--- src/design/char_to_entity_encoder_assert.svh ---
// ----------------------------------------------------------------------------
// char_to_entity_encoder_assert.svh
// Assertion macros shared by the entity encoder modules.
// ----------------------------------------------------------------------------
`ifndef CHAR_TO_ENTITY_ENCODER_ASSERT_SVH
`define CHAR_TO_ENTITY_ENCODER_ASSERT_SVH

`ifndef SYNTHESIS
// Checked only outside reset.
`define CET_ASSERT(label, clk, rst_n, prop, msg) \
    label: assert property (@(posedge clk) disable iff (!rst_n) prop) else $error(msg);
// Checked at every edge, reset included.
`define CET_ASSERT_ALWAYS(label, clk, prop, msg) \
    label: assert property (@(posedge clk) prop) else $error(msg);
`else
`define CET_ASSERT(label, clk, rst_n, prop, msg)
`define CET_ASSERT_ALWAYS(label, clk, prop, msg)
`endif

`endif

--- src/design/cet_pkg.sv ---
// ----------------------------------------------------------------------------
// cet_pkg
// Types, constants and helpers of the character-to-entity encoder.
// ----------------------------------------------------------------------------
package cet_pkg;

    localparam int TABLE_DEPTH_DEF    = 256;
    localparam int MAX_NAME_CHARS_DEF = 8;

    localparam int COUNT_W    = 9;
    localparam int TEXT_BYTES = 8;
    localparam int TEXT_W     = 8 * TEXT_BYTES;
    localparam int LEN_W      = 4;
    localparam int APB_ADDR_W = 3;
    localparam int APB_DATA_W = 32;

    localparam logic        OP_LOAD   = 1'b0;
    localparam logic        OP_ENCODE = 1'b1;
    // register index, taken from paddr[2]
    localparam logic        REG_ENTRY_COUNT = 1'b0;

    localparam logic [15:0] NO_CHAR_CODE = 16'hFFFF;
    localparam logic [15:0] SHORT_HEX_MAX = 16'd255;

    localparam logic [7:0]  CHAR_AMP  = 8'h26;
    localparam logic [7:0]  CHAR_HASH = 8'h23;
    localparam logic [7:0]  CHAR_X    = 8'h78;
    localparam logic [7:0]  CHAR_SEMI = 8'h3B;
    localparam logic [7:0]  CHAR_ZERO = 8'h30;
    localparam logic [7:0]  CHAR_A_OFS = 8'h37;   // 'A' - 10

    typedef enum logic [1:0] {
        S_IDLE,
        S_PROBE,
        S_CMP
    } t_srch_state;

    typedef enum logic [1:0] {
        E_IDLE,
        E_AMP,
        E_BODY,
        E_SEMI
    } t_emit_state;

    // Text run handed from the search to the emitter. Body bytes low first.
    typedef struct packed {
        logic              valid;
        logic              named;
        logic [TEXT_W-1:0] text;
        logic [LEN_W-1:0]  len;
    } t_emit_req;

    function automatic logic [7:0] hex_char(input logic [3:0] nib);
        if (nib < 4'd10) begin
            return CHAR_ZERO + {4'b0, nib};
        end else begin
            return CHAR_A_OFS + {4'b0, nib};
        end
    endfunction

    // "#x" plus two or four uppercase digits
    function automatic t_emit_req hex_req(input logic [15:0] code);
        t_emit_req req;
        req       = '0;
        req.valid = 1'b1;
        req.named = 1'b0;
        req.text[7:0]  = CHAR_HASH;
        req.text[15:8] = CHAR_X;
        if (code > SHORT_HEX_MAX) begin
            req.text[23:16] = hex_char(code[15:12]);
            req.text[31:24] = hex_char(code[11:8]);
            req.text[39:32] = hex_char(code[7:4]);
            req.text[47:40] = hex_char(code[3:0]);
            req.len         = LEN_W'(6);
        end else begin
            req.text[23:16] = hex_char(code[7:4]);
            req.text[31:24] = hex_char(code[3:0]);
            req.len         = LEN_W'(4);
        end
        return req;
    endfunction

endpackage

--- src/design/cet_search.sv ---
// ----------------------------------------------------------------------------
// cet_search
// Item intake and binary search sequencer over the code table.
// ----------------------------------------------------------------------------
`include "char_to_entity_encoder_assert.svh"

module cet_search #(
    parameter int TABLE_DEPTH    = cet_pkg::TABLE_DEPTH_DEF,
    parameter int MAX_NAME_CHARS = cet_pkg::MAX_NAME_CHARS_DEF,
    parameter int AW             = (TABLE_DEPTH > 1) ? $clog2(TABLE_DEPTH) : 1,
    parameter int NW             = 8 * MAX_NAME_CHARS
) (
    input  logic                          i_clk,
    input  logic                          i_rst_n,
    input  logic                          i_valid,
    input  logic                          i_opcode,
    input  logic [15:0]                   i_char_code,
    input  logic [cet_pkg::COUNT_W-1:0]   i_count,
    input  logic                          i_emit_busy,
    output logic                          o_ready,
    output logic [AW-1:0]                 o_rd_addr,
    input  logic [15:0]                   i_rd_code,
    input  logic [NW-1:0]                 i_rd_name,
    output cet_pkg::t_emit_req            o_req
);
    import cet_pkg::*;

    localparam int CW = $clog2(TABLE_DEPTH + 1);

    t_srch_state   r_state, n_state;
    logic [CW-1:0] r_base, n_base;
    logic [CW-1:0] r_len, n_len;
    logic [15:0]   r_key, n_key;
    logic [AW-1:0] r_probe, n_probe;

    logic [CW-1:0] w_count;
    logic [CW-1:0] w_probe;
    logic [CW-1:0] w_len_next;

    assign w_count = (32'(i_count) > 32'(TABLE_DEPTH)) ? CW'(TABLE_DEPTH) : CW'(i_count);
    assign w_probe = r_base + (r_len >> 1);
    assign o_rd_addr = AW'(w_probe);

    always_ff @(posedge i_clk) begin
        if (!i_rst_n) begin
            r_state <= S_IDLE;
        end else begin
            r_state <= n_state;
        end
        r_base  <= n_base;
        r_len   <= n_len;
        r_key   <= n_key;
        r_probe <= n_probe;
    end

    always_comb begin
        n_state    = r_state;
        n_base     = r_base;
        n_len      = r_len;
        n_key      = r_key;
        n_probe    = r_probe;
        o_req      = '0;
        o_ready    = (r_state == S_IDLE) && !i_emit_busy;
        w_len_next = '0;
        unique case (r_state)
            S_IDLE: begin
                if (i_valid && o_ready && (i_opcode == OP_ENCODE)) begin
                    n_key = i_char_code;
                    if ((i_char_code == NO_CHAR_CODE) || (w_count == '0)) begin
                        o_req = hex_req(i_char_code);
                    end else begin
                        n_base  = '0;
                        n_len   = w_count;
                        n_state = S_PROBE;
                    end
                end
            end
            S_PROBE: begin
                // table read issued at w_probe, data lands next cycle
                n_probe = AW'(w_probe);
                n_state = S_CMP;
            end
            S_CMP: begin
                if (r_key == i_rd_code) begin
                    o_req.valid = 1'b1;
                    o_req.named = 1'b1;
                    o_req.text  = TEXT_W'(i_rd_name);
                    o_req.len   = LEN_W'(MAX_NAME_CHARS);
                    n_state     = S_IDLE;
                end else begin
                    if (r_key > i_rd_code) begin
                        n_base     = CW'(r_probe) + CW'(1);
                        w_len_next = (r_len - CW'(1)) >> 1;
                    end else begin
                        w_len_next = r_len >> 1;
                    end
                    n_len = w_len_next;
                    if (w_len_next == '0) begin
                        o_req   = hex_req(r_key);
                        n_state = S_IDLE;
                    end else begin
                        n_state = S_PROBE;
                    end
                end
            end
            default: begin
                n_state = S_IDLE;
            end
        endcase
    end

    `CET_ASSERT(a_cmp_after_probe, i_clk, i_rst_n, (r_state == S_CMP) |-> ($past(r_state) == S_PROBE), "compare without a preceding probe")
    `CET_ASSERT(a_probe_window, i_clk, i_rst_n, (r_state == S_PROBE) |-> (r_len != '0), "probe with an empty window")
    `CET_ASSERT(a_probe_in_range, i_clk, i_rst_n, (r_state == S_PROBE) |-> (32'(w_probe) < 32'(TABLE_DEPTH)), "probe beyond the table")
    `CET_ASSERT(a_req_when_free, i_clk, i_rst_n, o_req.valid |-> !i_emit_busy, "text run issued while emitter busy")

endmodule

--- config.mk ---
export PLATFORM = sky130hd
export DESIGN_NAME = cet_search
export DESIGN_NICKNAME = d
export VERILOG_FILES = /design/src/design/cet_pkg.sv /design/src/design/cet_search.sv
export VERILOG_INCLUDE_DIRS = /design/src /design/src/design
export SDC_FILE = /design/constraint.sdc
export NUM_CORES = 1
export LEC_CHECK = 0
export BUFFER_PORTS_ARGS = -buffer_cell sky130_fd_sc_hd__buf_2
export CELL_PAD_IN_SITES_DETAIL_PLACEMENT = 0
export CELL_PAD_IN_SITES_GLOBAL_PLACEMENT = 1
export CORE_MARGIN = 3
export CORE_UTILIZATION = 35
export DETAILED_ROUTE_END_ITERATION = 8
export PLACE_DENSITY = 0.91
export SLEW_MARGIN = 20
export SYNTH_ARGS = -nofsm -noshare
export SYNTH_HDL_FRONTEND = slang
export SYNTH_SLANG_ARGS = --single-unit
--- constraint.sdc ---
create_clock -name i_clk -period 3.8 [get_ports i_clk]
set_input_delay 0.57 -clock i_clk [delete_from_list [all_inputs] [get_ports i_clk]]
set_output_delay 0.57 -clock i_clk [all_outputs]
set_load 0.005 [all_outputs]
==> results.cfg, run 1 <==
[outcome]
outcome = complete, but fails checks
violations = setup timing

[synth]
syn_avg_cell_area_um2 = 8.359
yosys_warnings = 0
ys_seq_area_share_pct = 28.91
ys_types = 62
synthFlopType = edfxtp_1
synth_top_family_by_area = simple AND/OR/NAND/NOR gates
ys_async_sr_fraction_pct = 0
synthXorXnorAreaFrac_pct = 5.976
synth_cells = 526
synth_edf_count = 41
synth_compound_area_share_pct = 22.65
yosys_register_bits = 43
synth_nets = 678
yosys.area_share.simple_pct = 23.02
syn_area_mm2 = 0.004397
synth_mux_area_share_pct = 0.2561
synthAdderAreaFrac_pct = 12.12

[timing]
slew_headroom_pct = 34.35
final-hold-violation-count = 0
rsz0062_at_grt = true
worstMarginPinSlew_ns = 0.9847
setup_viol = 24
maxSlewViolCount = 0
fin_worst_skew_ns = 0.008433
max_freq_mhz = 253.4
finalCriticalPeriod_ns = 3.946
fin_crit_sh_pct = 103.8
setup_slack_ns = -0.1461

[finish]
post-route-util_pct = 50.84
syn2layout_area_growth_pct = 40.64
fin_area_mm2 = 0.006183
drive_gt1_share_pct = 37.72
mostFrequentLayoutCell = buf_2
mostFrequentLayoutCells = 187 x buf_2, 49 x nand2_1, 48 x inv_1
finalNetCount = 888

[global_routing]
grt_max_degree = 64
grt.overflow.total = 0
grt_antenna_before_repair = 1
grt_first_pass_wirelength_um = 24670
gr-usage-all-layers_pct = 21.89
grt_pass1_vias = 4743

[power_and_ir_drop]
power.total_mw = 1.307
power.density_mw_per_mm2 = 211.4
leakage_nw = 2.919
peakVddDrop_mv = 0.1978

[detailed_routing]
wire_per_inst_um = 17.89
drtIter0Drc = 290
vias = 4812
route.detailed.drc = 0
firstDrtPassIters = 5
via_per_inst = 5.311
ant_nets = 0
routed_wl_um = 16200

[setup_path]
crit_chain = ha_4 -> nand4_4 -> nor4_4 -> a2111o_1 -> nand4b_1 -> xor2_1 -> and4_4 -> buf_4 -> and3_2 -> a221o_1 -> buf_2
critPathKind = flop to primary output
cp_num_buf_inv = 2
slowest_delay_ns = 0.47
cp_top_family = simple AND/OR/NAND/NOR gates
timing.rr.start = r_key[15]$_DFFE_PP_
critPathRequiredTime_ns = 3.23
crit_fanout = 7
critPathLaunch = r_key[15]$_DFFE_PP_
critPathArrivalTime_ns = 3.38
slowest_stage = edfxtp_1
worst-path-stages = 11
worstReg2RegEnd = r_state[0]$_SDFFE_PN0P_
cp-endpoint = o_req[34]
startpoint_type = flop
endpoint_kind = primary output
ff2ff_path_depth = 10
rrSetupSlack_ns = 1.00

[clock_tree]
cts_root_buf = clkbuf_16
cts_sinks = 43
cts_tree = done
cts.reportedPaths.clkPinSlew_ns = 0.07
htreeDepth = 2
clock_latency_ns = 0.28
cts_max_path_buffers = 2
numCtsBuffers = 5
ctsHoldBuffers = 0

[worst_hold_path]
hp-class = primary input to flop

[placement]
io_buffers = 187
dp_slack_ns = -0.1502
dp_hpwl_um = 13370
routabilityCongestion = 0.9208
placed_area_mm2 = 0.005695

[flow_run]
drv_cap = 0

[floorplanning]
dieHeight_um = 118.1
io_pins = 189
rows = 40
die-area_mm2 = 0.01394
initial_core_util_pct = 36.15
die_w_um = 118.1
core_mm2 = 0.01216
==> Yosys cell counts, drive strengths merged (10+ instances only) <==
| master | number | area, µm² |
|---|---|---|
| edfxtp | 41 | 1231 |
| nor3 | 10 | 50.05 |
| o221ai | 11 | 115.1 |
| o21ai | 42 | 210.2 |
| ha | 41 | 513.0 |
| nand3 | 14 | 75.07 |
| nor2 | 32 | 120.1 |
| inv | 49 | 183.9 |
| nand2 | 50 | 190.2 |
| a22oi | 12 | 90.09 |
| xnor2 | 21 | 183.9 |
| and2 | 32 | 200.2 |
| clkbuf | 16 | 60.06 |
| a21oi | 39 | 195.2 |
==> power breakdown <==
group | total [mW] | switching [mW] | leakage, nW | internal [mW]
Sequential | 0.555 | 0.0149 | 0.398 | 0.540
Clock | 0.441 | 0.179 | 0.0731 | 0.263
Combinational | 0.311 | 0.171 | 2.45 | 0.140
==> cell families after synthesis <==
group                      Yosys count
other                                1
muxes                                1
DFF                                 43
and+or+nand+nor                    188
AOI/OAI and AO/OA                  148
buffers and inverters               73
adders and majority gates           42
xor gates and xnor gates            30
==> area by class of cell <==
type,count,area [µm²]
sequential,43,1271
timing repair buffer,226,1282
fill,1200,5978
multi-input combinational,410,3074
inverter,50,187.7
tap,168,210.2
clock buffer,6,138.9
antenna,1,2.502
clock inverter,2,16.27
==> flip-flops by register name, indices dropped and copies added, names as in the netlist <==
register	count
r_base	8
r_state	2
r_len	9
r_key	16
r_probe	8
==> metrics by stage <==
step,cells,hold WS [ns],TNS (ns)
2_1_floorplan,526,0.5472,0
3_3_place_gp,888,0.5569,-0.8971
3_5_place_dp,888,0.5935,-1.454
4_1_cts,902,0.5124,-0.4487
5_1_grt,906,0.5156,-7.095
6_report,906,0.5098,-1.986
==> repair_timing <==
| action | 4_1_cts | 5_1_grt |
|---|---|---|
| gates resized for setup | 12 | 33 |
| setup endpoints to repair | 37 | 38 |
| gates cloned | 0 | 1 |
| pin swaps | 4 | 21 |
| setup buffers | 6 | 3 |
==> routing by layer <==
metal | vias to the layer above | track usage, % | routed length [µm]
li1 | 2327 | - | -
met1 | 2278 | 28.54 | 6821
met2 | 188 | 37.98 | 8139
met3 | 19 | 3.027 | 1009
met4 | 0 | 5.714 | 235
met5 | - | 0 | 0
==> worst min-delay path by stage <==
stage                                        from                 endpoint  slack (ns)  cells after the start
final                                     i_rst_n  r_state[1]$_SDFFE_PN0P_        0.51                      2
after global routing              i_char_code[12]      r_key[12]$_DFFE_PP_        0.52                      1
after CTS                                 i_rst_n  r_state[1]$_SDFFE_PN0P_        0.51                      2
after detailed placement  r_state[1]$_SDFFE_PN0P_  r_state[0]$_SDFFE_PN0P_        0.59                      2
after global placement    r_base[0]$_SDFFCE_PN0P_     r_probe[0]$_DFFE_PN_        0.56                      1
after floorplan           r_state[1]$_SDFFE_PN0P_  r_state[0]$_SDFFE_PN0P_        0.55                      2
Note: power is estimated with default switching activity, not from simulation.
==> run 2: changes to the inputs <==
--- a/config.mk
+++ b/config.mk
@@ -9,10 +9,11 @@
 export BUFFER_PORTS_ARGS = -buffer_cell sky130_fd_sc_hd__buf_2
 export CELL_PAD_IN_SITES_DETAIL_PLACEMENT = 0
 export CELL_PAD_IN_SITES_GLOBAL_PLACEMENT = 1
-export CORE_MARGIN = 3
+export CORE_MARGIN = 4
 export CORE_UTILIZATION = 35
 export DETAILED_ROUTE_END_ITERATION = 8
 export PLACE_DENSITY = 0.91
+export RECOVER_POWER = 25
 export SLEW_MARGIN = 20
 export SYNTH_ARGS = -nofsm -noshare
 export SYNTH_HDL_FRONTEND = slang
==> run 2 against run 1 <==
Against the previous run:
- the run still ends with setup timing left
- first-iteration DRC count rose by 28%
- non-clock buffer count rose by 15
- sequential power barely moved
- largest cell class unchanged
- register-to-register slack got worse by 0.13 ns
- critical path depth rose by 2
==> results.cfg, run 2 (same netlist as run 1, synthesis figures left out) <==
[outcome]
outcome = complete, but fails checks
violations = setup timing

[global_routing]
grt_max_degree = 64
gr-usage-all-layers_pct = 22.67
grt_pass1_vias = 5129
grt_first_pass_wirelength_um = 26320
grt_antenna_before_repair = 0
grt.overflow.total = 0

[finish]
fin_area_mm2 = 0.006432
syn2layout_area_growth_pct = 46.30
antenna_cells = 0
mostFrequentLayoutCell = buf_2
mostFrequentLayoutCells = 171 x buf_2, 49 x nand2_1, 48 x inv_1
reg_top3 = r_key: 16 flops, r_len: 9 flops
largest_reg_flops = 16
post-route-util_pct = 52.89
finalNetCount = 903
drive_gt1_share_pct = 38.30
top_register = r_key
nFillCells = 1143

[floorplanning]
core_mm2 = 0.01216
dieHeight_um = 120.1
die-area_mm2 = 0.01442
die_w_um = 120.1
io_pins = 189
initial_core_util_pct = 36.15
rows = 40

[setup_path]
critPathArrivalTime_ns = 3.44
rrSetupSlack_ns = 0.87
worstReg2RegEnd = r_len[6]$_DFFE_PP_
crit_fanout = 5
critPathLaunch = r_key[12]$_DFFE_PP_
startpoint_type = flop
ff2ff_path_depth = 11
cp-endpoint = o_req[26]
timing.rr.start = r_key[12]$_DFFE_PP_
endpoint_kind = primary output
critPathRequiredTime_ns = 3.23
critPathKind = flop to primary output

[clock_tree]
cts_max_path_buffers = 2
htreeDepth = 2
cts_sinks = 43
cts_tree = done
clock_latency_ns = 0.29
numCtsBuffers = 5
ctsHoldBuffers = 0
cts_root_buf = clkbuf_16
cts.reportedPaths.clkPinSlew_ns = 0.07

[detailed_routing]
routed_wl_um = 16980
route.detailed.drc = 0
met2_length_um = 8452
vias = 5000
firstDrtPassIters = 5
routed.top_layer = met4
ant_nets = 0
wl_met3_um = 1231
via_per_inst = 5.435
wire_per_inst_um = 18.46
wl_met1_um = 6795
drtIter0Drc = 372

[flow_run]
drv_cap = 0

[timing]
final-hold-violation-count = 0
setup_viol = 38
finalCriticalPeriod_ns = 4.010
max_freq_mhz = 249.3
slew_headroom_pct = 31.70
worstMarginPinSlew_ns = 1.025
fin_worst_skew_ns = 0.008257
setup_slack_ns = -0.2105
fin_crit_sh_pct = 105.5
rsz0062_at_grt = true
holdWs_ns = 0.5065
maxSlewViolCount = 0
tns_ns = -4.953

[power_and_ir_drop]
peakVddDrop_mv = 0.1887
leakage_nw = 2.981
power.density_mw_per_mm2 = 215.1

[placement]
io_buffers = 187
routabilityCongestion = 0.9706
dp_hpwl_um = 13500
placed_area_mm2 = 0.005710

[worst_hold_path]
hp-class = primary input to flop
run 2: cell count changes in the layout (fill, tap and decap cells not counted), sizes merged:
cell and delta:
inv +1, clkbuf +16, buf -2, diode -1, clkinv -1, bufinv +1
run 2: report_power, final:
group	internal (mW)	total, mW	switching (mW)
registers	0.540	0.556	0.0157
logic	0.147	0.325	0.179
clock network	0.312	0.503	0.190
total	0.999	1.38	0.385
run 2: layer usage:
metal / up-vias / track usage [%]
met2: 276 / 39.52
met3: 37 / 3.393
li1: 2362 / -
met4: 0 / 8.447
met5: - / 0
met1: 2325 / 28.23
run 2: critical path: stages, from the launching register on:
cell and delay [ns]:
edfxtp_1 0.49, ha_4 0.32, nand4_4 0.12, nor4_4 0.30
a2111o_1 0.30, buf_6 0.13, nand4b_1 0.17, xor2_1 0.23
and4_4 0.22, buf_4 0.14, and3_4 0.18, buf_4 0.13
a221o_1 0.28, buf_2 0.14
run 2: worst min-delay path by stage:
stage	start	end	slack (ns)	cells past startpoint
after floorplan	r_state[1]$_SDFFE_PN0P_	r_state[0]$_SDFFE_PN0P_	0.55	2
after global placement	r_base[0]$_SDFFCE_PN0P_	r_probe[0]$_DFFE_PN_	0.58	1
after detailed placement	r_probe[7]$_DFFE_PN_	r_base[7]$_SDFFCE_PN0P_	0.58	2
after CTS	i_char_code[12]	r_key[12]$_DFFE_PP_	0.50	1
after global routing	i_rst_n	r_state[1]$_SDFFE_PN0P_	0.53	2
final	i_rst_n	r_state[1]$_SDFFE_PN0P_	0.51	2
run 2: metrics by stage:
stage | instances | power, mW | setup slack [ns]
floorplan | 526 | 0.7102 | 0.3741
global placement | 890 | 0.8446 | -0.2135
detailed placement | 890 | 0.8524 | -0.2416
CTS | 911 | 1.370 | -0.1455
global route | 920 | 1.444 | -0.2746
finish | 920 | 1.384 | -0.2105
run 2: layout make-up:
class | instances | area, µm² | share of cell area [%]
clock buffers | 5 | 125.1 | 1.945
clock inverters | 3 | 46.29 | 0.7197
inverters | 50 | 187.7 | 2.918
multi-input cells | 410 | 3198 | 49.72
flip-flops and latches | 43 | 1271 | 19.76
well taps | 168 | 210.2 | 3.268
repair buffers | 241 | 1394 | 21.67
run 2: repair_timing:
item | in CTS | in global routing
gates cloned | 1 | 0
setup buffers | 12 | 9
pin swaps | 20 | 11
resized for setup | 47 | 23
endpoints found under the setup margin | 38 | 38
