===== src/design/char_to_entity_encoder_assert.svh =====
// ----------------------------------------------------------------------------
// char_to_entity_encoder_assert.svh
// Assertion macros shared by the entity encoder modules.
// ----------------------------------------------------------------------------
`ifndef CHAR_TO_ENTITY_ENCODER_ASSERT_SVH
`define CHAR_TO_ENTITY_ENCODER_ASSERT_SVH

`ifndef SYNTHESIS
// Checked only outside reset.
`define CET_ASSERT(label, clk, rst_n, prop, msg) \
    label: assert property (@(posedge clk) disable iff (!rst_n) prop) else $error(msg);
// Checked at every edge, reset included.
`define CET_ASSERT_ALWAYS(label, clk, prop, msg) \
    label: assert property (@(posedge clk) prop) else $error(msg);
`else
`define CET_ASSERT(label, clk, rst_n, prop, msg)
`define CET_ASSERT_ALWAYS(label, clk, prop, msg)
`endif

`endif


===== src/design/cet_pkg.sv =====
// ----------------------------------------------------------------------------
// cet_pkg
// Types, constants and helpers of the character-to-entity encoder.
// ----------------------------------------------------------------------------
package cet_pkg;

    localparam int TABLE_DEPTH_DEF    = 256;
    localparam int MAX_NAME_CHARS_DEF = 8;

    localparam int COUNT_W    = 9;
    localparam int TEXT_BYTES = 8;
    localparam int TEXT_W     = 8 * TEXT_BYTES;
    localparam int LEN_W      = 4;
    localparam int APB_ADDR_W = 3;
    localparam int APB_DATA_W = 32;

    localparam logic        OP_LOAD   = 1'b0;
    localparam logic        OP_ENCODE = 1'b1;
    // register index, taken from paddr[2]
    localparam logic        REG_ENTRY_COUNT = 1'b0;

    localparam logic [15:0] NO_CHAR_CODE = 16'hFFFF;
    localparam logic [15:0] SHORT_HEX_MAX = 16'd255;

    localparam logic [7:0]  CHAR_AMP  = 8'h26;
    localparam logic [7:0]  CHAR_HASH = 8'h23;
    localparam logic [7:0]  CHAR_X    = 8'h78;
    localparam logic [7:0]  CHAR_SEMI = 8'h3B;
    localparam logic [7:0]  CHAR_ZERO = 8'h30;
    localparam logic [7:0]  CHAR_A_OFS = 8'h37;   // 'A' - 10

    typedef enum logic [1:0] {
        S_IDLE,
        S_PROBE,
        S_CMP
    } t_srch_state;

    typedef enum logic [1:0] {
        E_IDLE,
        E_AMP,
        E_BODY,
        E_SEMI
    } t_emit_state;

    // Text run handed from the search to the emitter. Body bytes low first.
    typedef struct packed {
        logic              valid;
        logic              named;
        logic [TEXT_W-1:0] text;
        logic [LEN_W-1:0]  len;
    } t_emit_req;

    function automatic logic [7:0] hex_char(input logic [3:0] nib);
        if (nib < 4'd10) begin
            return CHAR_ZERO + {4'b0, nib};
        end else begin
            return CHAR_A_OFS + {4'b0, nib};
        end
    endfunction

    // "#x" plus two or four uppercase digits
    function automatic t_emit_req hex_req(input logic [15:0] code);
        t_emit_req req;
        req       = '0;
        req.valid = 1'b1;
        req.named = 1'b0;
        req.text[7:0]  = CHAR_HASH;
        req.text[15:8] = CHAR_X;
        if (code > SHORT_HEX_MAX) begin
            req.text[23:16] = hex_char(code[15:12]);
            req.text[31:24] = hex_char(code[11:8]);
            req.text[39:32] = hex_char(code[7:4]);
            req.text[47:40] = hex_char(code[3:0]);
            req.len         = LEN_W'(6);
        end else begin
            req.text[23:16] = hex_char(code[7:4]);
            req.text[31:24] = hex_char(code[3:0]);
            req.len         = LEN_W'(4);
        end
        return req;
    endfunction

endpackage


===== src/design/cet_emit.sv =====
// ----------------------------------------------------------------------------
// cet_emit
// Byte sequencer and output register for one entity text run.
// ----------------------------------------------------------------------------
`include "char_to_entity_encoder_assert.svh"

module cet_emit (
    input  logic               i_clk,
    input  logic               i_rst_n,
    input  cet_pkg::t_emit_req i_req,
    output logic               o_busy,
    output logic               o_valid,
    input  logic               i_ready,
    output logic [7:0]         o_out_byte,
    output logic               o_last_byte,
    output logic               o_named_hit
);
    import cet_pkg::*;

    t_emit_state       r_state, n_state;
    logic [TEXT_W-1:0] r_text, n_text;
    logic [LEN_W-1:0]  r_left, n_left;
    logic              r_named, n_named;
    logic              r_out_valid, n_out_valid;
    logic [7:0]        r_out_byte, n_out_byte;
    logic              r_out_last, n_out_last;
    logic              r_out_named, n_out_named;

    logic              w_free;
    logic              w_load;
    logic [7:0]        w_byte;
    logic              w_last;

    assign w_free      = !r_out_valid || i_ready;
    assign o_busy      = (r_state != E_IDLE);
    assign o_valid     = r_out_valid;
    assign o_out_byte  = r_out_byte;
    assign o_last_byte = r_out_last;
    assign o_named_hit = r_out_named;

    always_ff @(posedge i_clk) begin
        if (!i_rst_n) begin
            r_state     <= E_IDLE;
            r_out_valid <= 1'b0;
        end else begin
            r_state     <= n_state;
            r_out_valid <= n_out_valid;
        end
        r_text      <= n_text;
        r_left      <= n_left;
        r_named     <= n_named;
        r_out_byte  <= n_out_byte;
        r_out_last  <= n_out_last;
        r_out_named <= n_out_named;
    end

    always_comb begin
        n_state = r_state;
        n_text  = r_text;
        n_left  = r_left;
        n_named = r_named;
        w_load  = 1'b0;
        w_byte  = '0;
        w_last  = 1'b0;
        unique case (r_state)
            E_IDLE: begin
                if (i_req.valid) begin
                    n_text  = i_req.text;
                    n_left  = i_req.len;
                    n_named = i_req.named;
                    n_state = E_AMP;
                end
            end
            E_AMP: begin
                if (w_free) begin
                    w_load  = 1'b1;
                    w_byte  = CHAR_AMP;
                    n_state = E_BODY;
                end
            end
            E_BODY: begin
                // a name ends at its first zero byte or at full length
                if ((r_left == '0) || (r_text[7:0] == 8'h00)) begin
                    n_state = E_SEMI;
                end else if (w_free) begin
                    w_load = 1'b1;
                    w_byte = r_text[7:0];
                    n_text = r_text >> 8;
                    n_left = r_left - LEN_W'(1);
                end
            end
            E_SEMI: begin
                if (w_free) begin
                    w_load  = 1'b1;
                    w_byte  = CHAR_SEMI;
                    w_last  = 1'b1;
                    n_state = E_IDLE;
                end
            end
            default: begin
                n_state = E_IDLE;
            end
        endcase

        n_out_byte  = r_out_byte;
        n_out_last  = r_out_last;
        n_out_named = r_out_named;
        n_out_valid = r_out_valid;
        if (w_load) begin
            n_out_valid = 1'b1;
            n_out_byte  = w_byte;
            n_out_last  = w_last;
            n_out_named = r_named;
        end else if (i_ready) begin
            n_out_valid = 1'b0;
        end
    end

    `CET_ASSERT(a_start_idle, i_clk, i_rst_n, i_req.valid |-> (r_state == E_IDLE), "text run started while busy")
    `CET_ASSERT(a_body_done, i_clk, i_rst_n, ((r_state == E_BODY) && (r_left == '0)) |=> (r_state == E_SEMI), "body overran its length")
    `CET_ASSERT(a_last_on_semi, i_clk, i_rst_n, (w_load && (r_state == E_SEMI)) |=> (o_valid && o_last_byte && (o_out_byte == CHAR_SEMI)), "closing byte not flagged last")
    `CET_ASSERT_ALWAYS(a_reset_quiet, i_clk, !i_rst_n |=> !o_valid, "output valid right after reset")

endmodule


===== config.mk =====
export PLATFORM = sky130hd
export DESIGN_NAME = cet_emit
export DESIGN_NICKNAME = d
export VERILOG_FILES = /design/src/design/cet_pkg.sv /design/src/design/cet_emit.sv
export VERILOG_INCLUDE_DIRS = /design/src /design/src/design
export SDC_FILE = /design/constraint.sdc
export NUM_CORES = 1
export LEC_CHECK = 0
export ABC_AREA = 1
export BUFFER_PORTS_ARGS = -buffer_cell sky130_fd_sc_hd__clkbuf_2
export CAP_MARGIN = 40
export CORE_UTILIZATION = 50
export DETAILED_ROUTE_END_ITERATION = 8
export PLACE_DENSITY = 0.84
export SYNTH_ARGS = -nofsm -noshare
export SYNTH_HDL_FRONTEND = slang
export SYNTH_SLANG_ARGS = --single-unit

===== constraint.sdc =====
create_clock -name i_clk -period 5.75 [get_ports i_clk]
set_input_delay 1.15 -clock i_clk [delete_from_list [all_inputs] [get_ports i_clk]]
set_output_delay 1.15 -clock i_clk [all_outputs]
set_load 0.005 [all_outputs]

==> impl_metrics.yaml, run 1 <==
clock_network:
  postCtsSetupBuffers: 0
  ctsResizeCount: 0
  cts_tree: "yes"
  ctsLongestPathBuffers: 2
  cts_buffers: 9
  clk_latency_ns: 0.35
  cts_hold_buf: 0
  ctsRootBufferMaster: "clkbuf_8"
  clk_pin_slew_ns: 0.08
  cts_sinks: 82
  htreeDepth: 3
drt:
  vias: 2596
  drcViolationCount: 0
  detail_route.wirelength_um: 6640
  dr.pass1.iters: 4
  drt-initial-drc-count: 169
  viasPerCell: 4.75
  ant_nets: 0
  post_drt_wl_per_cell_um: 12.1
die:
  die_w_um: 87.0
  die_y_um: 87.0
  core_um2: 6910
  num_rows: 30
  ioPinCount: 85
  start_util_pct: 52.3
  dieArea_um2: 7570
timing:
  final_hold_viol_count: 0
  rsz0062_at_grt: "false"
  period_needed_ns: 3.32
  worst_slew_pin_slew_ns: 0.626
  final-setup-viol-count: 0
  slew_headroom_pct: 58.3
  period_share_pct: 57.7
  slew_violations: 0
  fin_setup_tns_ns: 0
  fmax_mhz: 301
  clock_skew_ns: 0.0143
global_route:
  grt_antenna_before_repair: 0
  grt_pass1_vias: 2536
  grtUsageTotal_pct: 19.5
  grt_pass1_wl_um: 11100
  overflow: 0
  grt_max_degree: 67
synth:
  avgSynthCellArea_um2: 10.0
  synthesis.area_um2: 3610
  ys_types: 19
  async_flop_share_pct: 0
  netlist_instances: 361
  yosysMostFrequentCell: "nand2_1"
  synth_edf_count: 79
  syn_nets: 439
  ys_ff_latch: 82
  yosysTopAreaCellShare_pct: 65.6
  synth_area_leader_cell: "edfxtp_1"
  synth-seq-area-share_pct: 67.3
  synth_ff_type: "edfxtp_1"
  synth_common_cells: "187 x nand2_1, 79 x edfxtp_1, 25 x inv_1, 17 x nor2_1, 12 x buf_2"
  yosysWarnings: 0
  synth_area_leaders: "edfxtp_1 66%, nand2_1 19%, inv_1 2.6%"
power_and_ir_drop:
  vdd_ir_drop_max_mv: 0.270
  p_per_area_nw_per_um2: 560
  leakage_uw: 0.00205
critical_path:
  path_max_fanout: 66
  startpoint_type: "flop"
  worst-r2r-cell-count: 9
  worst_path_max_delay_cell: "buf_4"
  r2r_setup_slack_ns: 2.43
  r2r-start: "r_state[0]"
  critPathKind: "reg2reg"
  crit_chain: "inv_1, ha_2, buf_4, inv_2, buf_4, nand2_1, a21oi_4, buf_16, buf_4"
  rr_endpoint: "r_text[23]"
  worstPathRequired_ns: 5.74
  endpoint_kind: "flop"
  endpoint: "r_text[23]"
  cpPeakStageDelay_ns: 0.52
  cp-startpoint: "r_state[0]"
  cp_common_cell: "buf_4"
  cp.arrival_ns: 3.31
flow_run:
  maxCapViolations: 0
placement:
  place_inst: 531
  place_congestion: 0.785
  hpwl_um: 4530
  port_buffers: 84
finish:
  nets: 524
  drive_gt1_share_pct: 24.8
  regArea_um2: 2430
  fillers: 585
  instances_no_fill: 547
  n_antenna_cell: 0
  multi_input_area_um2: 1020
  areaGrowthSynthToFinish_pct: 20.7
hold_path:
  hold_path_class: "reg2reg"
  holdPathStages: 0
status:
  outcome: "completed"
-- cell usage in the layout, fill, tap and decap left out --
cell type / synthesis / routed
clkbuf_8: 0 / 9
a21oi_4: 1 / 2
inv_2: 4 / 4
nand3_1: 2 / 2
nand3_4: 1 / 1
buf_16: 0 / 1
dfxtp_1: 3 / 3
bufinv_16: 0 / 2
nor3_1: 4 / 4
xnor2_1: 2 / 2
a21oi_1: 7 / 6
o21ai_0: 4 / 4
nand2_1: 187 / 187
buf_4: 0 / 3
nor2_2: 1 / 1
edfxtp_1: 79 / 79
ha_2: 0 / 1
clkbuf_1: 2 / 3
clkinv_4: 0 / 1
nor2_1: 17 / 17
ha_1: 5 / 4
inv_1: 25 / 25
nand2_2: 2 / 2
clkinvlp_4: 0 / 1
clkbuf_2: 0 / 84
o21a_1: 3 / 3
-- sequential cells by signal, indices dropped and copies added, names as in the netlist --
register and flops:
r_named 1, r_left 4, o_last_byte 1, o_valid 1, r_state 2, r_text 64
o_out_byte 8, o_named_hit 1
-- cell type report --
class | instances | share of cell area (%)
clock inverter | 4 | 1.75
inverter | 29 | 2.49
multi-input combinational | 236 | 23.4
clock buffer | 12 | 3.10
timing repair buffer | 88 | 10.8
tap | 96 | 2.75
sequential | 82 | 55.7
-- worst max-delay path, delay by kind of cell (launching register included) --
family	cells	cell delay [ns]
DFF	1	0.37
AOI/OAI and AO/OA	1	0.42
and+or+nand+nor	1	0.20
adders and majority gates	1	0.18
buffers and inverters	6	1.74
-- report_power, final --
group / total (uW) / internal, uW / switching (uW)
Sequential: 1220 / 1130 / 91.0
Clock: 445 / 246 / 199
Combinational: 783 / 240 / 543
Total: 2440 / 1610 / 833
-- logic make-up after synthesis --
kind of cell	count (synthesis)	synth area share [%]
adder cells (fa/ha/maj)	5	1.73
AO/OA/AOI/OAI	15	2.60
XOR/XNOR	2	0.485
AND/OR/NAND/NOR	214	23.0
flip-flops	82	67.3
buffers and inverters	43	4.88
-- routing by layer --
layer | track usage [%] | vias to the layer above | part of all wire [%] | wire (um)
li1 | - | 1321 | - | -
met1 | 24.5 | 1174 | 43 | 2840
met2 | 32.6 | 88 | 49 | 3250
met3 | 4.27 | 13 | 6.4 | 423
met4 | 8.79 | 0 | 1.9 | 125
met5 | 0 | - | 0 | 0
-- stage by stage --
step	setup WS (ns)	utilization, %	hold slack, ns	power (uW)	cell area, um2
3_3_place_gp	2.28	59.7	0.403	1920	4120
2_1_floorplan	0.494	-	0.400	1790	3610
5_1_grt	2.20	63.2	0.450	2620	4360
6_report	2.43	63.2	0.435	2440	4360
3_5_place_dp	2.44	60.1	0.416	2020	4150
4_1_cts	2.44	63.2	0.436	2470	4360
-- how the worst min path moves through the flow --
stage            start          end
3_3_place_gp   r_named  o_named_hit
4_1_cts        r_named  o_named_hit
6_report       r_named  o_named_hit
2_1_floorplan  r_named  o_named_hit
3_5_place_dp   r_named  o_named_hit
5_1_grt        r_named  o_named_hit
(Power assumes the default switching activity.)
==> run 2: changes to the inputs <==
--- a/config.mk
+++ b/config.mk
@@ -9,7 +9,7 @@
 export ABC_AREA = 1
 export BUFFER_PORTS_ARGS = -buffer_cell sky130_fd_sc_hd__clkbuf_2
 export CAP_MARGIN = 40
-export CORE_UTILIZATION = 50
+export CORE_UTILIZATION = 48
 export DETAILED_ROUTE_END_ITERATION = 8
 export PLACE_DENSITY = 0.84
 export SYNTH_ARGS = -nofsm -noshare
==> constraint.sdc (replaced) <==
create_clock -name i_clk -period 2.8 [get_ports i_clk]
set_input_delay 0.56 -clock i_clk [delete_from_list [all_inputs] [get_ports i_clk]]
set_output_delay 0.56 -clock i_clk [all_outputs]
set_load 0.005 [all_outputs]
==> impl_metrics.yaml, run 2 (synthesis gave the netlist of run 1 again) <==
die:
  ioPinCount: 85
  dieArea_um2: 7880
  start_util_pct: 49.8
  die_w_um: 88.8
  die_y_um: 88.8
  num_rows: 31
  core_um2: 7250
drt:
  drt-initial-drc-count: 186
  drcViolationCount: 0
  viasPerCell: 4.68
  detail_route.wirelength_um: 6610
  vias: 2568
  ant_nets: 0
  dr.pass1.iters: 4
  post_drt_wl_per_cell_um: 12.0
clock_network:
  ctsRootBufferMaster: "clkbuf_8"
  cts_buffers: 9
  cts_hold_buf: 0
  ctsLongestPathBuffers: 2
  cts_tree: "yes"
  ctsResizeCount: 0
  clk_latency_ns: 0.35
  clk_pin_slew_ns: 0.08
  postCtsSetupBuffers: 0
  cts_sinks: 82
  htreeDepth: 3
power_and_ir_drop:
  leakage_uw: 0.00203
  p_per_area_nw_per_um2: 1130
  vdd_ir_drop_max_mv: 0.747
critical_path:
  cp.arrival_ns: 1.98
  critPathKind: "reg2reg"
  r2r_setup_slack_ns: 0.82
  endpoint: "r_text[39]"
  r2r-start: "r_state[0]"
  cp-startpoint: "r_state[0]"
  path_depth: 7
  cp_common_cell: "a21oi_4"
  rr_endpoint: "r_text[39]"
  cp_top_family: "buffers and inverters"
  crit_chain: "inv_1, ha_2, inv_2, a21oi_4, nand3_4, a21oi_4, buf_12"
  worst-path-buf-inv: 3
  path_max_fanout: 68
  cpPeakStageDelay_ns: 0.33
  startpoint_type: "flop"
  worstPathRequired_ns: 2.81
  endpoint_kind: "flop"
  worst-r2r-cell-count: 7
  worst_path_max_delay_cell: "dfxtp_1"
global_route:
  grt_antenna_before_repair: 0
  grtUsageTotal_pct: 17.9
  grt_pass1_wl_um: 10300
  overflow: 0
  grt_pass1_vias: 2389
  grt_max_degree: 69
timing:
  final_hold_viol_count: 0
  clock_skew_ns: 0.0119
  setup_ws_ns: 0.824
  slew_violations: 0
  period_share_pct: 70.6
  rsz0062_at_grt: "false"
  holdWs_ns: 0.390
  worst_slew_pin_slew_ns: 0.625
  period_needed_ns: 1.98
  slew_headroom_pct: 58.3
  fmax_mhz: 506
  fin_setup_tns_ns: 0
  final-setup-viol-count: 0
finish:
  largest_reg_flops: 64
  layout_commonest_cell: "nand2_1"
  layout_common_cells: "187 x nand2_1, 84 x clkbuf_2, 79 x edfxtp_1"
  areaGrowthSynthToFinish_pct: 19.9
  regMostFlops: "r_text"
  drive_gt1_share_pct: 25.1
  n_antenna_cell: 0
  fin_util_pct: 59.8
  nets: 523
  fillers: 621
  instances_no_fill: 549
placement:
  port_buffers: 84
  place_congestion: 0.772
  place_inst: 533
  pre_cts_ws_ns: 0.849
  hpwl_um: 4460
flow_run:
  maxCapViolations: 0
hold_path:
  hold_path_class: "in2reg"
status:
  outcome: "completed"
## run 2: final cells by class
cell class / count / area (um2) / share of cell area (%)
Clock buffer: 10 / 128 / 2.94
Clock inverter: 6 / 67.6 / 1.56
Inverter: 29 / 109 / 2.51
Multi-Input combinational cell: 236 / 1020 / 23.5
Sequential cell: 82 / 2430 / 56.1
Tap cell: 99 / 124 / 2.86
Timing Repair Buffer: 87 / 455 / 10.5
## run 2: how the worst min path moves through the flow
stage                        to       from  depth (start not counted)
floorplan           o_named_hit    r_named                          0
global route            r_named  i_req[68]                          1
detailed placement  o_named_hit    r_named                          0
global placement    o_named_hit    r_named                          0
finish                  r_named  i_req[68]                          1
CTS                     r_named  i_req[68]                          1
## run 2: power by group
group | leakage, uW | switching, uW | internal, uW
sequential | 0.000786 | 187 | 2310
clock | 0.0000925 | 432 | 414
combinational | 0.00115 | 1110 | 458
total | 0.00203 | 1730 | 3180
## run 2: stage by stage
stage          instance area (um2)  power (uW)
2_1_floorplan                 3630        3620
3_3_place_gp                  4140        4000
3_5_place_dp                  4140        4110
4_1_cts                       4340        4950
5_1_grt                       4340        5250
6_report                      4340        4910
## run 2: per-layer routing
layer	routed length [um]	up-vias	part of all wire [%]	track usage, %
met2	3200	97	48	29.3
li1	-	1317	-	-
met1	2790	1140	42	21.7
met3	465	14	7.0	4.85
met4	156	0	2.4	9.68
met5	0	-	0	0
==> run 3: changes to the inputs <==
==> constraint.sdc (replaced) <==
create_clock -name i_clk -period 1.75 [get_ports i_clk]
set_input_delay 0.35 -clock i_clk [delete_from_list [all_inputs] [get_ports i_clk]]
set_output_delay 0.35 -clock i_clk [all_outputs]
set_load 0.005 [all_outputs]
==> impl_metrics.yaml, run 3 (synthesis gave the netlist of run 1 again) <==
clock_network:
  cts_hold_buf: 0
  clk_pin_slew_ns: 0.08
  cts_sinks: 82
  ctsRootBufferMaster: "clkbuf_8"
  ctsLongestPathBuffers: 2
  clk_latency_ns: 0.34
  cts_tree: "yes"
  htreeDepth: 3
  cts_buffers: 9
critical_path:
  startpoint_type: "flop"
  worstPathRequired_ns: 1.80
  worst-path-buf-inv: 3
  worst_path_max_delay_cell: "edfxtp_1"
  cpPeakStageDelay_ns: 0.39
  critPathKind: "reg2reg"
  crit_chain: "inv_2, ha_4, a21oi_4, nand3_4, a21oi_4, buf_12, buf_12"
  path_max_fanout: 17
  cp_top_family: "compound AO/OA/AOI/OAI gates"
  cp.arrival_ns: 1.80
  endpoint_kind: "flop"
placement:
  port_buffers: 84
  place_congestion: 0.807
  pre_cts_ws_ns: 0.00544
  place_inst: 537
  hpwl_um: 4690
  dpl_cell_area_um2: 4210
timing:
  fmax_mhz: 573
  final-setup-viol-count: 0
  slew_headroom_pct: 58.1
  period_share_pct: 99.7
  rsz0062_at_grt: "true"
  clock_skew_ns: 0.00908
  period_needed_ns: 1.75
  setup_ws_ns: 0.00463
  worst_slew_pin_slew_ns: 0.629
  slew_violations: 0
  final_hold_viol_count: 0
power_and_ir_drop:
  p_per_area_nw_per_um2: 1920
  leakage_uw: 0.00212
  vdd_ir_drop_max_mv: 0.971
  power_uw: 8720
die:
  core_um2: 7250
  die_y_um: 88.8
  num_rows: 31
  die_w_um: 88.8
  ioPinCount: 85
  dieArea_um2: 7880
  start_util_pct: 49.8
finish:
  fin_util_pct: 62.6
  drive_gt1_share_pct: 28.2
  largest_reg_flops: 64
  n_antenna_cell: 0
  fillers: 602
  regMostFlops: "r_text"
  areaGrowthSynthToFinish_pct: 25.6
  final_cell_area_um2: 4540
  instances_no_fill: 560
  nets: 534
  layout_commonest_cell: "nand2_1"
  layout_common_cells: "187 x nand2_1, 84 x clkbuf_2, 79 x edfxtp_1"
global_route:
  grt_pass1_wl_um: 10600
  grt_pass1_vias: 2390
  grtUsageTotal_pct: 18.5
  overflow: 0
  grt_max_degree: 66
  grt_antenna_before_repair: 0
drt:
  drcViolationCount: 0
  detail_route.wirelength_um: 7080
  ant_nets: 0
  post_drt_wl_per_cell_um: 12.6
  drt-initial-drc-count: 183
  vias: 2645
  dr.pass1.iters: 4
  viasPerCell: 4.72
hold_path:
  hold_path_class: "in2reg"
status:
  outcome: "completed"
flow_run:
  maxCapViolations: 0
[run 3: cell count changes in the layout (fill, tap and decap cells not counted), moves of 2 or more]
cell | before | now
dfxtp_1 | 3 | 1
inv_1 | 25 | 22
inv_4 | 0 | 2
ha_4 | 0 | 3
buf_12 | 1 | 4
ha_1 | 4 | 2
buf_4 | 2 | 7
[run 3: where the power goes]
group          total [uW]  leakage, uW  switching [uW]  internal [uW]
logic                3350      0.00123            2000           1350
clock network        1350    0.0000958             683            665
registers            4020     0.000787             323           3700
total                8720      0.00212            3010           5710
[run 3: area by class of cell]
cell class / instances / area [um2] / area share [%]
Sequential cell: 82 / 2440 / 53.7
Multi-Input combinational cell: 236 / 1050 / 23.2
Timing Repair Buffer: 98 / 617 / 13.6
Clock buffer: 10 / 128 / 2.81
Tap cell: 99 / 124 / 2.73
Inverter: 29 / 114 / 2.51
Clock inverter: 6 / 66.3 / 1.46
[run 3: layer usage]
metal	global-route usage, %	part of all wire [%]
met1	22.7	45
met2	32.0	48
met3	4.01	5.2
met4	7.04	1.6
met5	0	0
[run 3: through the flow]
stage	TNS [ns]	hold slack, ns
floorplan	-47.01	0.400
global placement	0	0.405
detailed placement	0	0.411
CTS	-0.0444	0.167
global route	-3.69	0.161
finish	0	0.177
[run 3: worst paths after layout]
kind / start / endpoint / slack [ns] / depth (start not counted)
worst max-delay path: r_left[0] / r_text[62] / 0.005 / 7
worst min register to register: r_named / o_named_hit / 0.43 / 0
worst max register to register: r_left[0] / r_text[62] / 0.005 / 7
worst min-delay path: i_req[68] / r_named / 0.18 / 1
[run 3: repair_timing]
item,4_1_cts,5_1_grt
gates resized for setup,3,4
endpoints found under the setup margin,69,79
cloned,1,2
pin swaps,1,2
setup buffers,1,3
